### config.mk
export PLATFORM = sky130hd
export DESIGN_NAME = binary_extended_gcd_invmod_flat
export DESIGN_NICKNAME = d
export VERILOG_FILES = /design/src/sv/bxgcd_pkg.sv /design/src/sv/bxgcd_if.sv /design/src/sv/binary_extended_gcd_invmod.sv /design/src/sv/bxgcd_dp.sv /design/src/sv/bxgcd_ctrl.sv /design/src/flat_wrapper.sv
export SDC_FILE = /design/constraint.sdc
export NUM_CORES = 2
export LEC_CHECK = 0
export BUFFER_PORTS_ARGS = -buffer_cell sky130_fd_sc_hd__buf_4
export CORE_MARGIN = 5
export CORE_UTILIZATION = 30
export CTS_BUF_LIST = sky130_fd_sc_hd__clkbuf_16
export CTS_CLUSTER_DIAMETER = 200
export DETAILED_ROUTE_END_ITERATION = 7
export GPL_TIMING_DRIVEN = 0
export PLACE_DENSITY = 0.47
export SETUP_SLACK_MARGIN = 0.15
export SKIP_CTS_REPAIR_TIMING = 1
export SLEW_MARGIN = 20
export SYNTH_ARGS = -nofsm -noshare
export SYNTH_HDL_FRONTEND = slang
export SYNTH_SLANG_ARGS = --single-unit
### constraint.sdc
create_clock -name clk -period 31.9 [get_ports clk]
set_input_delay 3.19 -clock clk [delete_from_list [all_inputs] [get_ports clk]]
set_output_delay 3.19 -clock clk [all_outputs]
set_load 0.005 [all_outputs]
### src/sv/bxgcd_pkg.sv
// ----------------------------------------------------------------------------
// bxgcd_pkg
// Shared widths, status codes, command and status types of the gcd / modular
// inverse block.
// ----------------------------------------------------------------------------
`default_nettype none

package bxgcd_pkg;

  localparam int WIDTH = 64;             // operand width, 8..64
  localparam int CW    = WIDTH + 3;      // signed Bezout coefficient width
  localparam int GW    = $clog2(WIDTH);  // common power-of-two count

  typedef logic [1:0] inv_status_t;
  localparam inv_status_t ST_OK      = 2'd0;
  localparam inv_status_t ST_NOINV   = 2'd1;
  localparam inv_status_t ST_BAD_MOD = 2'd2;

  typedef enum logic [2:0] {
    CMD_NONE,
    CMD_LOAD,
    CMD_STRIP,
    CMD_INIT,
    CMD_STEP,
    CMD_REDUCE,
    CMD_NEG,
    CMD_OUT
  } cmd_t;

  typedef struct packed {
    logic any_zero;   // one operand magnitude is zero
    logic both_even;  // both operands even and nonzero
    logic u_zero;
    logic v_zero;
    logic u_even;
    logic v_even;
    logic inv_cand;   // gcd is one, no common two, modulus valid
    logic c_ok;       // coefficient lies in [0, modulus)
    logic need_neg;   // negative first operand, nonzero inverse
  } dp_sts_t;

endpackage

`default_nettype wire

### src/sv/bxgcd_if.sv
// ----------------------------------------------------------------------------
// bxgcd_if
// Valid/ready channels: operand pair in, gcd/inverse result out.
// ----------------------------------------------------------------------------
`default_nettype none

interface bxgcd_in_if;
  import bxgcd_pkg::*;

  logic                    valid;
  logic                    ready;
  logic signed [WIDTH-1:0] value_a;
  logic signed [WIDTH-1:0] value_b;

  modport source (output valid, output value_a, output value_b, input ready);
  modport sink   (input valid, input value_a, input value_b, output ready);
endinterface

interface bxgcd_out_if;
  import bxgcd_pkg::*;

  logic             valid;
  logic             ready;
  logic [WIDTH-1:0] gcd_value;
  logic [WIDTH-2:0] inverse_value;
  logic [1:0]       inverse_status;

  modport source (output valid, output gcd_value, output inverse_value,
                  output inverse_status, input ready);
  modport sink   (input valid, input gcd_value, input inverse_value,
                  input inverse_status, output ready);
endinterface

`default_nettype wire

### src/sv/binary_extended_gcd_invmod.sv
// ----------------------------------------------------------------------------
// binary_extended_gcd_invmod
// Greatest common divisor of two signed operands and the modular inverse of
// the first modulo the second, by binary extended Euclid.
//
//   channel  dir  beat payload
//   in_ch    in   value_a, value_b (signed, WIDTH bits)
//   out_ch   out  gcd_value, inverse_value, inverse_status
//
// One item at a time. Per item the sequencer loads the operands, strips
// shared twos, initialises the Euclid registers and runs the Euclid loop,
// one shift or subtract per cycle; for an inverse candidate it then adds or
// subtracts the modulus until the coefficient is reduced and negates a
// nonzero one for a negative first operand, then hands off the result. A
// zero operand goes straight from load to hand-off.
// Reset is synchronous, active low; it clears the sequencer and out valid.
// The next item is taken while a finished result waits; a stalled output
// holds the sequencer only at the hand-off of the following result.
// ----------------------------------------------------------------------------
`default_nettype none

module binary_extended_gcd_invmod (
  input  logic        clk,
  input  logic        rst_n,
  bxgcd_in_if.sink    in_ch,
  bxgcd_out_if.source out_ch
);
  import bxgcd_pkg::*;

  cmd_t    cmd;
  dp_sts_t sts;

  bxgcd_ctrl u_ctrl (
    .clk       (clk),
    .rst_n     (rst_n),
    .in_valid  (in_ch.valid),
    .in_ready  (in_ch.ready),
    .out_valid (out_ch.valid),
    .out_ready (out_ch.ready),
    .cmd       (cmd),
    .sts       (sts)
  );

  bxgcd_dp u_dp (
    .clk            (clk),
    .cmd            (cmd),
    .value_a        (in_ch.value_a),
    .value_b        (in_ch.value_b),
    .sts            (sts),
    .gcd_value      (out_ch.gcd_value),
    .inverse_value  (out_ch.inverse_value),
    .inverse_status (out_ch.inverse_status)
  );

endmodule

`default_nettype wire

### src/sv/bxgcd_dp.sv
// ----------------------------------------------------------------------------
// bxgcd_dp
// Datapath: operand magnitudes, binary extended Euclid registers (u, v and
// four Bezout coefficients), inverse fix-up and result registers.
// ----------------------------------------------------------------------------
`default_nettype none

module bxgcd_dp (
  input  logic                              clk,
  input  bxgcd_pkg::cmd_t                   cmd,
  input  logic signed [bxgcd_pkg::WIDTH-1:0] value_a,
  input  logic signed [bxgcd_pkg::WIDTH-1:0] value_b,
  output bxgcd_pkg::dp_sts_t                sts,
  output logic [bxgcd_pkg::WIDTH-1:0]       gcd_value,
  output logic [bxgcd_pkg::WIDTH-2:0]       inverse_value,
  output logic [1:0]                        inverse_status
);
  import bxgcd_pkg::*;

  typedef struct packed {
    logic signed [CW-1:0] p;
    logic signed [CW-1:0] q;
  } coef_pair_t;

  // halve a coefficient pair alongside its even residue
  function automatic coef_pair_t halve_pair(input logic signed [CW-1:0] p,
                                            input logic signed [CW-1:0] q,
                                            input logic signed [CW-1:0] xs,
                                            input logic signed [CW-1:0] ys);
    coef_pair_t r;
    if (!p[0] && !q[0]) begin
      r.p = p >>> 1;
      r.q = q >>> 1;
    end else begin
      r.p = (p + ys) >>> 1;
      r.q = (q - xs) >>> 1;
    end
    return r;
  endfunction

  logic [WIDTH-1:0]     x_r, x_nxt, y_r, y_nxt;
  logic [GW-1:0]        g_r, g_nxt;
  logic                 a_neg_r, a_neg_nxt, bad_mod_r, bad_mod_nxt;
  logic [WIDTH-1:0]     u_r, u_nxt, v_r, v_nxt;
  logic signed [CW-1:0] ca_r, ca_nxt, cb_r, cb_nxt, cc_r, cc_nxt, cd_r, cd_nxt;
  logic [WIDTH-1:0]     gcd_r, gcd_nxt;
  logic [WIDTH-2:0]     inv_r, inv_nxt;
  inv_status_t          st_r, st_nxt;

  logic [WIDTH-1:0]     mag_a, mag_b;
  logic signed [CW-1:0] xs, ys;
  coef_pair_t           half_ab, half_cd;
  logic                 any_zero, inv_cand;

  assign mag_a    = value_a[WIDTH-1] ? (~value_a + 1'b1) : value_a;
  assign mag_b    = value_b[WIDTH-1] ? (~value_b + 1'b1) : value_b;
  assign xs       = signed'({{(CW-WIDTH){1'b0}}, x_r});
  assign ys       = signed'({{(CW-WIDTH){1'b0}}, y_r});
  assign half_ab  = halve_pair(ca_r, cb_r, xs, ys);
  assign half_cd  = halve_pair(cc_r, cd_r, xs, ys);
  assign any_zero = (x_r == '0) || (y_r == '0);
  assign inv_cand = !bad_mod_r && (g_r == '0) && (v_r == WIDTH'(1));

  assign sts.any_zero  = any_zero;
  assign sts.both_even = !any_zero && !x_r[0] && !y_r[0];
  assign sts.u_zero    = (u_r == '0);
  assign sts.v_zero    = (v_r == '0);
  assign sts.u_even    = !u_r[0];
  assign sts.v_even    = !v_r[0];
  assign sts.inv_cand  = inv_cand;
  assign sts.c_ok      = !cc_r[CW-1] && (cc_r < ys);
  assign sts.need_neg  = a_neg_r && (cc_r != '0);

  always_comb begin
    x_nxt       = x_r;
    y_nxt       = y_r;
    g_nxt       = g_r;
    a_neg_nxt   = a_neg_r;
    bad_mod_nxt = bad_mod_r;
    u_nxt       = u_r;
    v_nxt       = v_r;
    ca_nxt      = ca_r;
    cb_nxt      = cb_r;
    cc_nxt      = cc_r;
    cd_nxt      = cd_r;
    gcd_nxt     = gcd_r;
    inv_nxt     = inv_r;
    st_nxt      = st_r;
    unique case (cmd)
      CMD_LOAD: begin
        x_nxt       = mag_a;
        y_nxt       = mag_b;
        g_nxt       = '0;
        a_neg_nxt   = value_a[WIDTH-1];
        bad_mod_nxt = value_b[WIDTH-1] || (value_b == '0);
      end
      CMD_STRIP: begin
        x_nxt = x_r >> 1;
        y_nxt = y_r >> 1;
        g_nxt = g_r + 1'b1;
      end
      CMD_INIT: begin
        u_nxt  = x_r;
        v_nxt  = y_r;
        ca_nxt = CW'(1);
        cb_nxt = '0;
        cc_nxt = '0;
        cd_nxt = CW'(1);
      end
      CMD_STEP: begin
        if (!u_r[0]) begin
          u_nxt  = u_r >> 1;
          ca_nxt = half_ab.p;
          cb_nxt = half_ab.q;
        end else if (!v_r[0]) begin
          v_nxt  = v_r >> 1;
          cc_nxt = half_cd.p;
          cd_nxt = half_cd.q;
        end else if (u_r >= v_r) begin
          u_nxt  = u_r - v_r;
          ca_nxt = ca_r - cc_r;
          cb_nxt = cb_r - cd_r;
        end else begin
          v_nxt  = v_r - u_r;
          cc_nxt = cc_r - ca_r;
          cd_nxt = cd_r - cb_r;
        end
      end
      CMD_REDUCE: begin
        cc_nxt = cc_r[CW-1] ? (cc_r + ys) : (cc_r - ys);
      end
      CMD_NEG: begin
        cc_nxt = ys - cc_r;
      end
      CMD_OUT: begin
        if (any_zero) begin
          gcd_nxt = x_r | y_r;
        end else begin
          gcd_nxt = v_r << g_r;
        end
        if (bad_mod_r) begin
          st_nxt = ST_BAD_MOD;
        end else if (any_zero) begin
          st_nxt = (y_r == WIDTH'(1)) ? ST_OK : ST_NOINV;
        end else begin
          st_nxt = inv_cand ? ST_OK : ST_NOINV;
        end
        inv_nxt = (!bad_mod_r && !any_zero && inv_cand) ? cc_r[WIDTH-2:0] : '0;
      end
      default: begin
      end
    endcase
  end

  always_ff @(posedge clk) begin
    x_r       <= x_nxt;
    y_r       <= y_nxt;
    g_r       <= g_nxt;
    a_neg_r   <= a_neg_nxt;
    bad_mod_r <= bad_mod_nxt;
    u_r       <= u_nxt;
    v_r       <= v_nxt;
    ca_r      <= ca_nxt;
    cb_r      <= cb_nxt;
    cc_r      <= cc_nxt;
    cd_r      <= cd_nxt;
    gcd_r     <= gcd_nxt;
    inv_r     <= inv_nxt;
    st_r      <= st_nxt;
  end

  assign gcd_value      = gcd_r;
  assign inverse_value  = inv_r;
  assign inverse_status = st_r;

endmodule

`default_nettype wire

### src/sv/bxgcd_ctrl.sv
// ----------------------------------------------------------------------------
// bxgcd_ctrl
// Sequencer: strip common twos, run Euclid steps, fix up the inverse and
// hand the result to the output register.
// ----------------------------------------------------------------------------
`default_nettype none

module bxgcd_ctrl (
  input  logic               clk,
  input  logic               rst_n,
  input  logic               in_valid,
  output logic               in_ready,
  output logic               out_valid,
  input  logic               out_ready,
  output bxgcd_pkg::cmd_t    cmd,
  input  bxgcd_pkg::dp_sts_t sts
);
  import bxgcd_pkg::*;

  typedef enum logic [2:0] {
    S_IDLE,
    S_PREP,
    S_CORE,
    S_FIX,
    S_NEG,
    S_FINISH
  } state_t;

  state_t state_r, state_nxt;
  logic   out_valid_r, out_valid_nxt;
  logic   out_free;

  assign out_free  = !out_valid_r || out_ready;
  assign in_ready  = (state_r == S_IDLE);
  assign out_valid = out_valid_r;

  always_comb begin
    state_nxt     = state_r;
    cmd           = CMD_NONE;
    out_valid_nxt = out_ready ? 1'b0 : out_valid_r;
    unique case (state_r)
      S_IDLE: begin
        if (in_valid) begin
          cmd       = CMD_LOAD;
          state_nxt = S_PREP;
        end
      end
      S_PREP: begin
        if (sts.any_zero) begin
          state_nxt = S_FINISH;
        end else if (sts.both_even) begin
          cmd = CMD_STRIP;
        end else begin
          cmd       = CMD_INIT;
          state_nxt = S_CORE;
        end
      end
      S_CORE: begin
        if (sts.u_zero) begin
          state_nxt = sts.inv_cand ? S_FIX : S_FINISH;
        end else begin
          cmd = CMD_STEP;
        end
      end
      S_FIX: begin
        if (sts.c_ok) begin
          state_nxt = sts.need_neg ? S_NEG : S_FINISH;
        end else begin
          cmd = CMD_REDUCE;
        end
      end
      S_NEG: begin
        cmd       = CMD_NEG;
        state_nxt = S_FINISH;
      end
      S_FINISH: begin
        if (out_free) begin
          cmd           = CMD_OUT;
          out_valid_nxt = 1'b1;
          state_nxt     = S_IDLE;
        end
      end
      default: begin
        state_nxt = S_IDLE;
      end
    endcase
  end

  always_ff @(posedge clk) begin
    if (!rst_n) begin
      state_r     <= S_IDLE;
      out_valid_r <= 1'b0;
    end else begin
      state_r     <= state_nxt;
      out_valid_r <= out_valid_nxt;
    end
  end

`ifndef ASSERT_OFF
  // u reaching zero leaves the odd part of the gcd in v, never zero
  a_core_v_nonzero: assert property (@(posedge clk) disable iff (!rst_n)
    (state_r == S_CORE && sts.u_zero) |-> !sts.v_zero)
    else $error("core ended with v zero");

  // after stripping twos, u and v are never both even
  a_core_odd: assert property (@(posedge clk) disable iff (!rst_n)
    (state_r == S_CORE) |-> !(sts.u_even && sts.v_even))
    else $error("u and v both even in core");

  // an inverse handed out is already reduced into [0, modulus)
  a_fin_reduced: assert property (@(posedge clk) disable iff (!rst_n)
    (state_r == S_FINISH && sts.inv_cand && !sts.any_zero) |-> sts.c_ok)
    else $error("inverse not reduced");

  // the result register is only reloaded when free
  a_out_no_overwrite: assert property (@(posedge clk) disable iff (!rst_n)
    (cmd == CMD_OUT) |-> (!out_valid_r || out_ready))
    else $error("result overwritten while stalled");
`endif

endmodule

`default_nettype wire

### src/flat_wrapper.sv
// flat-port wrapper written by rule: the top's interface ports become plain ports
module binary_extended_gcd_invmod_flat import bxgcd_pkg::*;
  (clk, rst_n, in_ch_valid, in_ch_value_a, in_ch_value_b, in_ch_ready, out_ch_valid, out_ch_gcd_value, out_ch_inverse_value, out_ch_inverse_status, out_ch_ready);
  bxgcd_in_if in_ch_i ();
  bxgcd_out_if out_ch_i ();
  input  logic clk;
  input  logic rst_n;
  input wire logic [$bits(in_ch_i.valid)-1:0] in_ch_valid;
  input wire logic [$bits(in_ch_i.value_a)-1:0] in_ch_value_a;
  input wire logic [$bits(in_ch_i.value_b)-1:0] in_ch_value_b;
  output wire logic [$bits(in_ch_i.ready)-1:0] in_ch_ready;
  output wire logic [$bits(out_ch_i.valid)-1:0] out_ch_valid;
  output wire logic [$bits(out_ch_i.gcd_value)-1:0] out_ch_gcd_value;
  output wire logic [$bits(out_ch_i.inverse_value)-1:0] out_ch_inverse_value;
  output wire logic [$bits(out_ch_i.inverse_status)-1:0] out_ch_inverse_status;
  input wire logic [$bits(out_ch_i.ready)-1:0] out_ch_ready;
  assign in_ch_i.valid = in_ch_valid;
  assign in_ch_i.value_a = in_ch_value_a;
  assign in_ch_i.value_b = in_ch_value_b;
  assign in_ch_ready = in_ch_i.ready;
  assign out_ch_valid = out_ch_i.valid;
  assign out_ch_gcd_value = out_ch_i.gcd_value;
  assign out_ch_inverse_value = out_ch_i.inverse_value;
  assign out_ch_inverse_status = out_ch_i.inverse_status;
  assign out_ch_i.ready = out_ch_ready;
  binary_extended_gcd_invmod u_core (.clk(clk), .rst_n(rst_n), .in_ch(in_ch_i), .out_ch(out_ch_i));
endmodule
==> results.json <==
{
  "die_h_microns": 539,
  "r2r_cells": 22,
  "worstPathMaxFanout": 26,
  "cp.arrival_ps": 11060,
  "r2r_end": "u_core.u_dp.v_r[28]",
  "ys_async_sr_fraction": 0,
  "use_met3": 0.116,
  "avgRoutedWirePerCell_microns": 41.0,
  "core_area_sq_um": 279000,
  "yosysTopAreaCell": "edfxtp_1",
  "timing.rr.start": "u_core.u_dp.u_r[0]",
  "gr-max-usage-layer": "met2",
  "endpoint": "u_core.u_dp.v_r[28]",
  "hold_viol": 0,
  "min_period_over_period": 0.332,
  "grt_pass1_wl_microns": 822000,
  "drv_cap": 0,
  "die_area_sq_um": 290000,
  "cts_max_path_buffers": 3,
  "rows": 194,
  "cts_sinks": 665,
  "worstSetupEndpointType": "flip-flop",
  "status": "finished, violations left",
  "overflow": 0,
  "initial_core_util": 0.301,
  "cts.htree.levels": 3,
  "syn-num-nets": 11900,
  "ys.flop_type": "edfxtp_1",
  "r2r_setup_slack_ps": 21330,
  "worstMarginPinSlew_ps": 1390,
  "syn_avg_cell_area_sq_um": 7.67,
  "slew_headroom": 0.0761,
  "use_met1": 0.539,
  "tritoncts": "done",
  "synth_common_cells": "1375 x a21oi_1, 970 x o21ai_0, 891 x nand2_1",
  "clock_skew_ps": 62.0,
  "period_minus_slack_ps": 10570,
  "synthTopCellsByArea": "edfxtp_1 24%, ha_1 12%, a21oi_1 8.2%, o21ai_0 5.8%, xnor2_1 5.2%",
  "finalSetupViolations": 0,
  "path_class": "reg -> reg",
  "die_w_microns": 539,
  "synth_cell_type_count": 86,
  "use_met2": 0.581,
  "multiInputGateArea_sq_um": 58800,
  "synth-seq-cells": 665,
  "setup_slack_ps": 21330,
  "first_iter_violations": 14700,
  "synth-edff-count": 661,
  "yosysWarnings": 0,
  "hold_class": "reg -> reg",
  "grt_max_degree": 45,
  "place_ws_ps": 21800,
  "portBuffers": 261,
  "final-instance-count-excl-fill": 15300,
  "crit_start": "u_core.u_dp.u_r[0]",
  "placedCellCount": 15000,
  "grt_use_total": 0.408,
  "area_growth_pct": 15.7,
  "yosysSeqAreaShare": 0.237,
  "synthCells": 10900,
  "clk_latency_ps": 820,
  "drcViolationCount": 11,
  "hpwl_microns": 519000,
  "ios": 263,
  "grt_pass1_vias": 91700,
  "max_freq_mhz": 94.6,
  "routed_wl_microns": 626000,
  "antenna_found_initial": 70,
  "grt_setup_unrepaired": "false",
  "avgViaCountPerCell": 6.44,
  "min_path_cells": 2,
  "clkTransAtPathRegs_ps": 60,
  "cts_buffers": 97,
  "vias": 98400,
  "cp-start-kind": "flip-flop",
  "slew_viol_final": 0,
  "gp_congestion": 1.06,
  "nets": 12300,
  "violations": "design-rule violations",
  "fin_setup_tns_ps": 0,
  "drive_gt1_frac": 0.0757,
  "ctsRootBufferMaster": "clkbuf_16",
  "seq_area_sq_um": 19900,
  "ant_nets": 0,
  "yosysMostFrequentCell": "a21oi_1",
  "crit_required_ps": 32380,
  "synth_top_area_frac": 0.237,
  "nFillCells": 30100,
  "firstDrtPassIters": 8,
  "synthesis.area_sq_um": 83900
}
cell type report:
class                   instances  share of cell area
repair buffers                385              0.0469
flip-flops and latches        665               0.205
clock buffers                  98              0.0253
diodes                         55             0.00142
clock inverters                80              0.0103
well taps                    3724              0.0480
plain buffers                 690              0.0284
multi-input cells            8831               0.605
inverters                     750              0.0290
sequential cells by signal, indices dropped and copies added, names as in the netlist, 2 cells and up:
name                        cells
u_core.u_dp.gcd_value          64
u_core.u_dp.v_r                64
u_core.u_dp.g_r                 6
u_core.u_dp.x_r                64
u_core.u_dp.inverse_status      2
u_core.u_dp.y_r                64
u_core.u_dp.cb_r               67
u_core.u_ctrl.state_r           3
u_core.u_dp.cd_r               67
u_core.u_dp.ca_r               67
u_core.u_dp.inverse_value      63
u_core.u_dp.cc_r               67
u_core.u_dp.u_r                64
logic make-up (layout without fill, tap and decap cells):
kind of cell,count (synthesis),in the layout,synth area share
AOI/OAI and AO/OA,4206,4206,0.312
and+or+nand+nor,2923,2923,0.162
buffers and inverters,1440,2003,0.0644
adders and majority gates,789,789,0.119
xor gates and xnor gates,765,765,0.0798
DFF,665,665,0.237
muxes,148,148,0.0259
other,0,55,0
critical path: stages (launching register included):
cell and delay, ps:
edfxtp_1 470, clkbuf_2 310, buf_16 250, inv_1 120
clkbuf_1 910, clkbuf_2 800, ha_1 280, inv_1 50
fa_1 440, a211oi_1 600, nor4b_1 220, a2111oi_0 810
o31a_1 290, o21ai_0 300, o2111ai_1 390, a31oi_1 270
nor4_1 710, clkbuf_1 1000, nor2_1 510, nor2_4 700
buf_16 250, buf_12 210, buf_12 220
per-layer routing:
| layer | part of all wire | vias up |
|---|---|---|
| li1 | - | 41400 |
| met1 | 0.41 | 49300 |
| met2 | 0.40 | 6419 |
| met3 | 0.11 | 1317 |
| met4 | 0.076 | 20 |
| met5 | 0.00064 | - |
layout by cell type (no fill, tap or decap), types with 115 or more instances in the layout:
cell type  Yosys  routed
a211oi_1     235     232
a21o_1       390     390
a21oi_1     1375    1374
a221oi_1     134     134
buf_4          0     263
clkbuf_1     627     506
clkbuf_2       1     121
edfxtp_1     661     661
ha_1         777     777
inv_1        735     745
nand2_1      891     890
nand3_1      115     115
nand4_1      200     200
nor2_1       870     859
nor3_1       272     268
nor4_1       138     133
o21ai_0      970     965
o21bai_1     215     215
xnor2_1      496     496
xor2_1       269     269
how the worst min path moves through the flow:
| stage | start | end | slack, ps |
|---|---|---|---|
| after floorplan | u_core.u_dp.bad_mod_r | u_core.u_dp.inverse_status[1] | 450 |
| after global placement | u_core.u_ctrl.out_valid | u_core.u_ctrl.out_valid | 520 |
| after detailed placement | u_core.u_ctrl.out_valid | u_core.u_ctrl.out_valid | 530 |
| after CTS | u_core.u_ctrl.out_valid | u_core.u_ctrl.out_valid | 540 |
| after global routing | u_core.u_ctrl.out_valid | u_core.u_ctrl.out_valid | 590 |
| final | u_core.u_ctrl.out_valid | u_core.u_ctrl.out_valid | 550 |
per-stage QoR:
stage	instance area, sq um	utilization	hold slack (ps)
5_1_grt	97000	0.348	592
6_report	97100	0.348	548
3_3_place_gp	90500	0.325	522
2_1_floorplan	83900	-	452
4_1_cts	96900	0.348	545
3_5_place_dp	93500	0.335	532
Power is left out: the tool's default activity adds up to more than one toggle a clock period on the data nets, which glitch-free logic cannot reach.
